--- src/vnt_pkg.sv ---
`timescale 1ns / 1ps
package vnt_pkg;

  // Table geometry and blend precision
  localparam int TABLE_WIDTH  = 64;
  localparam int TABLE_HEIGHT = 64;
  localparam int TABLE_DEPTH  = 16;
  localparam int SAMPLE_BITS  = 16;

  // Fixed field widths
  localparam int COORD_W   = 24;
  localparam int FRAC_W    = 8;
  localparam int VAL_W     = 16;
  localparam int ADDR_W    = 16;
  localparam int CFG_W     = 4;
  localparam int MAX_START = 8;
  localparam int SUM_W     = VAL_W + MAX_START + 1;
  localparam int SHIFT_W   = 5;

  localparam int XW = $clog2(TABLE_WIDTH);
  localparam int YW = $clog2(TABLE_HEIGHT);
  localparam int ZW = $clog2(TABLE_DEPTH);

  localparam int QUEUE_DEPTH = 2;

  typedef enum logic {
    CMD_SAMPLE = 1'b0,
    CMD_LOAD   = 1'b1
  } cmd_t;

  typedef struct packed {
    cmd_t                command;
    logic [COORD_W-1:0]  x_coord;
    logic [COORD_W-1:0]  y_coord;
    logic [COORD_W-1:0]  z_coord;
    logic [ADDR_W-1:0]   entry_address;
    logic [VAL_W-1:0]    entry_value;
  } item_t;

  typedef struct packed {
    logic  valid;
    item_t item;
  } q_head_t;

endpackage

--- src/vnt_front.sv ---
`timescale 1ns / 1ps
module vnt_front (
  input  logic              clk,
  input  logic              rst_n,
  input  logic              in_valid,
  output logic              in_stall,
  input  vnt_pkg::item_t    in_item,
  output vnt_pkg::q_head_t  head,
  input  logic              pop
);
  import vnt_pkg::*;

  localparam int PW = $clog2(QUEUE_DEPTH);
  localparam int CW = $clog2(QUEUE_DEPTH + 1);

  item_t           q_r [QUEUE_DEPTH];
  logic [PW-1:0]   wr_ptr_r;
  logic [PW-1:0]   rd_ptr_r;
  logic [CW-1:0]   cnt_r;
  logic            push;
  logic            do_pop;

  // Stall while the queue is full
  assign in_stall = (cnt_r == CW'(QUEUE_DEPTH));
  assign push     = in_valid && !in_stall;
  assign do_pop   = pop && (cnt_r != '0);

  assign head.valid = (cnt_r != '0);
  assign head.item  = q_r[rd_ptr_r];

  // Store accepted requests
  always_ff @(posedge clk) begin
    if (push) begin
      q_r[wr_ptr_r] <= in_item;
    end
  end

  // Advance pointers and count
  always_ff @(posedge clk) begin
    if (!rst_n) begin
      wr_ptr_r <= '0;
      rd_ptr_r <= '0;
      cnt_r    <= '0;
    end else begin
      if (push) begin
        wr_ptr_r <= (wr_ptr_r == PW'(QUEUE_DEPTH - 1)) ? '0 : wr_ptr_r + 1'b1;
      end
      if (do_pop) begin
        rd_ptr_r <= (rd_ptr_r == PW'(QUEUE_DEPTH - 1)) ? '0 : rd_ptr_r + 1'b1;
      end
      cnt_r <= cnt_r + CW'(push) - CW'(do_pop);
    end
  end

  a_cnt_bound: assert property (@(posedge clk) disable iff (!rst_n)
    cnt_r <= CW'(QUEUE_DEPTH)) else $error("queue count overflow");
  a_pop_nonempty: assert property (@(posedge clk) disable iff (!rst_n)
    pop |-> head.valid) else $error("pop from empty queue");
  a_full_stall: assert property (@(posedge clk) disable iff (!rst_n)
    (cnt_r == CW'(QUEUE_DEPTH)) && !pop |=> in_stall) else $error("full queue not stalled");

endmodule

--- config.mk ---
export PLATFORM = sky130hd
export DESIGN_NAME = vnt_front
export DESIGN_NICKNAME = d
export VERILOG_FILES = /design/src/vnt_pkg.sv /design/src/vnt_front.sv
export SDC_FILE = /design/constraint.sdc
export NUM_CORES = 1
export LEC_CHECK = 0
export ABC_AREA = 1
export BUFFER_PORTS_ARGS = -buffer_cell sky130_fd_sc_hd__buf_2
export CAP_MARGIN = 20
export CORE_MARGIN = 2
export CORE_UTILIZATION = 30
export CTS_CLUSTER_DIAMETER = 60
export DETAILED_ROUTE_END_ITERATION = 12
export GPL_TIMING_DRIVEN = 0
export HOLD_SLACK_MARGIN = 0.06
export PLACE_DENSITY = 0.62
export SETUP_SLACK_MARGIN = 0.02
export SYNTH_ARGS = -nofsm -noshare
export SYNTH_HDL_FRONTEND = slang
export SYNTH_SLANG_ARGS = --single-unit
--- constraint.sdc ---
create_clock -name clk -period 8.3 [get_ports clk]
set_input_delay 1.245 -clock clk [delete_from_list [all_inputs] [get_ports clk]]
set_output_delay 1.245 -clock clk [all_outputs]
set_load 0.01 [all_outputs]
==> metrics.md <==
| Metric | Value |
|---|---|
| CTS tree | `built` |
| Clock root buffer master | `clkbuf_16` |
| Initial antenna violation count | `2` |
| Register bit total from synthesis | `215` |
| DRC violation total after the first TritonRoute iteration | `approximately 170` |
| Share of cells above drive strength 1 | `0.592` |
| Post-layout nets | `721` |
| Final Setup Violations | `0` |
| Final Cell Area | `10400 um^2` |
| Yosys top cell area share | `0.781` |
| Critical path's slowest cell | `mux2_2` |
| Synthesized area | `a little over 8000 um^2` |
| Placed cell count | `925` |
| Post-synthesis adder-cell area fraction | `0.00310` |
| Post-cts sizing count | `0` |
| Routed WL | `15500 um` |
| Clock transition at the registers of the reported paths | `0.06 ns` |
| DR pass1 iterations | `4` |
| Mapped Cells | `365` |
| Most frequent cell after synthesis | `edfxtp_1` |
| GRT Total Usage | `0.105` |
| Largest area contributor in the netlist | `edfxtp_1` |
| Worst Path Buf+Inv | `3` |
| Yosys warning count | `0` |
| GPL Wtd Cong | `0.673` |
| Synthesized Nets | `roughly 480` |
| Total gr overflow | `0` |
| Post-Synth Simple-Gate Area | `0.00976` |
| Largest family of logic cells by synthesized area | `multiplexers` |
| DIE AREA | `28200 um^2` |
| DR DRC count | `0` |
| Relative slew slack | `0.472` |
| Worst path max stage delay | `0.37 ns` |
| Fin. max-slew vios | `0` |
| CP Cell Sequence | `buf_6, buf_2, mux2_2, buf_2` |
| Fin crit period | `between 3 and 4 ns` |
| Mux share of post-synthesis cell area | `0.170` |
| Setup crit end kind | `output port` |
| Synth Flop Type | `edfxtp_1` |
| Clock Skew | `0.0255 ns` |
| Post-CTS setup buffer count | `0` |
| Post-synthesis async set-or-reset flop share | `0` |
| Total clock buffers created by CTS | `24` |
| Distinct cells, synth | `14` |
| Io pins | `about 220` |
| Register area share after synthesis | `0.793` |
| Initial Util | `0.302` |
| XOR/XNOR Fraction of Synth Area | `0` |
| Hold buffers post-CTS | `0` |
| Hold WC Path Type | `reg -> reg` |
| Vias in the first global route | `approximately 4200` |
| Area Overhead vs Synth | `28.6%` |
| Fmax | `0.328 GHz` |
| Unrepaired setup endpoints after global routing | `false` |
| Synth top area cells | `edfxtp_1, mux2_4, mux2_2, buf_12, dfxtp_1` |
| Die H | `around 170 um` |
| Worst Path Max Fanout | `10` |
| DP HPWL | `10300 um` |
| Largest net degree at the start of global routing | `54` |
| # rows | `60` |
| Buffers on Ports | `roughly 220` |
| Worst-case vdd ir drop | `0.214 mV` |
| Post-synth top cells | `edfxtp_1, mux2_2, mux2_4, inv_1, nand2_1` |
| CP dominant cell by count | `buf_2` |
| Clk sinks | `approximately 220` |
| Avg Synthesized Cell Area | `22.1 um^2` |
| Compound-Gate Fraction of Synth Area | `0.00124` |
| Worst Path Class, Setup | `reg -> out` |
| CP Data Arrival Time | `1.80 ns` |
| Post-synth EDFFs | `210` |
| Crit path required time | `7.05 ns` |
| Actual slew at the worst max-slew pin | `0.790 ns` |
| Power density over cell area | `between 300 and 400 nW/um^2` |
| CTS H-tree depth | `1` |
| Clock buffer depth | `3` |
| First-pass GRT wire length | `23100 um` |
| Placed Instance Area | `9680 um^2` |
| Fin. Hold Viols | `0` |
| Vias post-DR | `4064` |
| Maxcap violations | `0` |
| Final ANT Viol Nets | `0` |
| Core Region | `26700 um^2` |
| Die X | `168 um` |
| Non-Filler Instances | `964` |
| WL/cell | `16.1 um` |
| P_leak | `between 0.003 and 0.004 uW` |
| Final period util | `0.367` |
| Clock Latency Late Sink | `about 0.53 ns` |
| Startpoint Class | `flip-flop` |
| N_diodes | `0` |
| Vias per cell | `4.22` |
| Crit path max-delay family | `buffers and inverters` |
| Status | `complete, no violations` |
==> layer usage <==
layer | share of wire | global-route usage | up-vias | routed length [um]
li1 | - | - | 1923 | -
met4 | 0.033 | 0.0382 | 4 | 504
met2 | 0.50 | 0.183 | 144 | 7690
met5 | 0.0017 | 0 | - | 27
met1 | 0.39 | 0.120 | 1962 | 6000
met3 | 0.082 | 0.0371 | 31 | 1270
==> stage by stage <==
step	setup TNS, ns	utilization	worst slack (ns)	total power [uW]	hold WS (ns)
global route	0	0.389	5.14	3330	0.523
CTS	0	0.389	5.17	3240	0.511
global placement	-105.39	0.358	-1.01	2260	0.489
detailed placement	0	0.362	5.31	2260	0.495
floorplan	0	-	2.05	1960	0.467
finish	0	0.389	5.25	3170	0.505
==> worst paths after layout <==
check	cells past startpoint	start	slack, ns	to
min	2	rd_ptr_r	0.50	flip-flop
min reg2reg	2	rd_ptr_r	0.50	flip-flop
max reg2reg	6	cnt_r[0]	6.15	q_r[0][61]
max	4	flip-flop	5.25	head[16]
==> cell type report <==
class                   instances  area (um^2)
fillers                      2481        16300
well taps                     341          427
repair buffers                219         1160
plain buffers                  12          151
clock buffers                  29          619
flip-flops and latches        215         6410
multi-input cells             129         1490
clock inverters                10         91.3
inverters                       9         38.8
==> tightest hold or removal path, stage by stage (launching register included) <==
cell,delay [ns]
dfxtp_1,0.33
nor2_1,0.06
nor2_1,0.09
==> cells by family after synthesis <==
family,after synthesis
fa+ha+maj,2
flops,215
mux,105
compound gates,2
simple gates,20
buf+inv,21
==> state kept, by name, summed over array words and instances, names as in the netlist, named ones only <==
register  flops
wr_ptr_r      1
q_r         210
cnt_r         2
rd_ptr_r      1
==> cell usage in the layout (no fill, tap or decap), drive strengths merged <==
cell,instances
edfxtp,210
inv,9
nand3,3
buf,231
a21oi,2
nand2,9
bufinv,1
clkbuf,29
mux2,105
ha,2
dfxtp,5
nor2,8
clkinvlp,2
clkinv,7
==> report_power, final <==
part           leakage, uW  internal [uW]  switching, uW  total, uW
Clock             0.000340            559            407        966
Combinational      0.00163            393            405        798
Sequential         0.00200           1380           33.7       1410
Note: power is estimated with default switching activity, not from simulation.
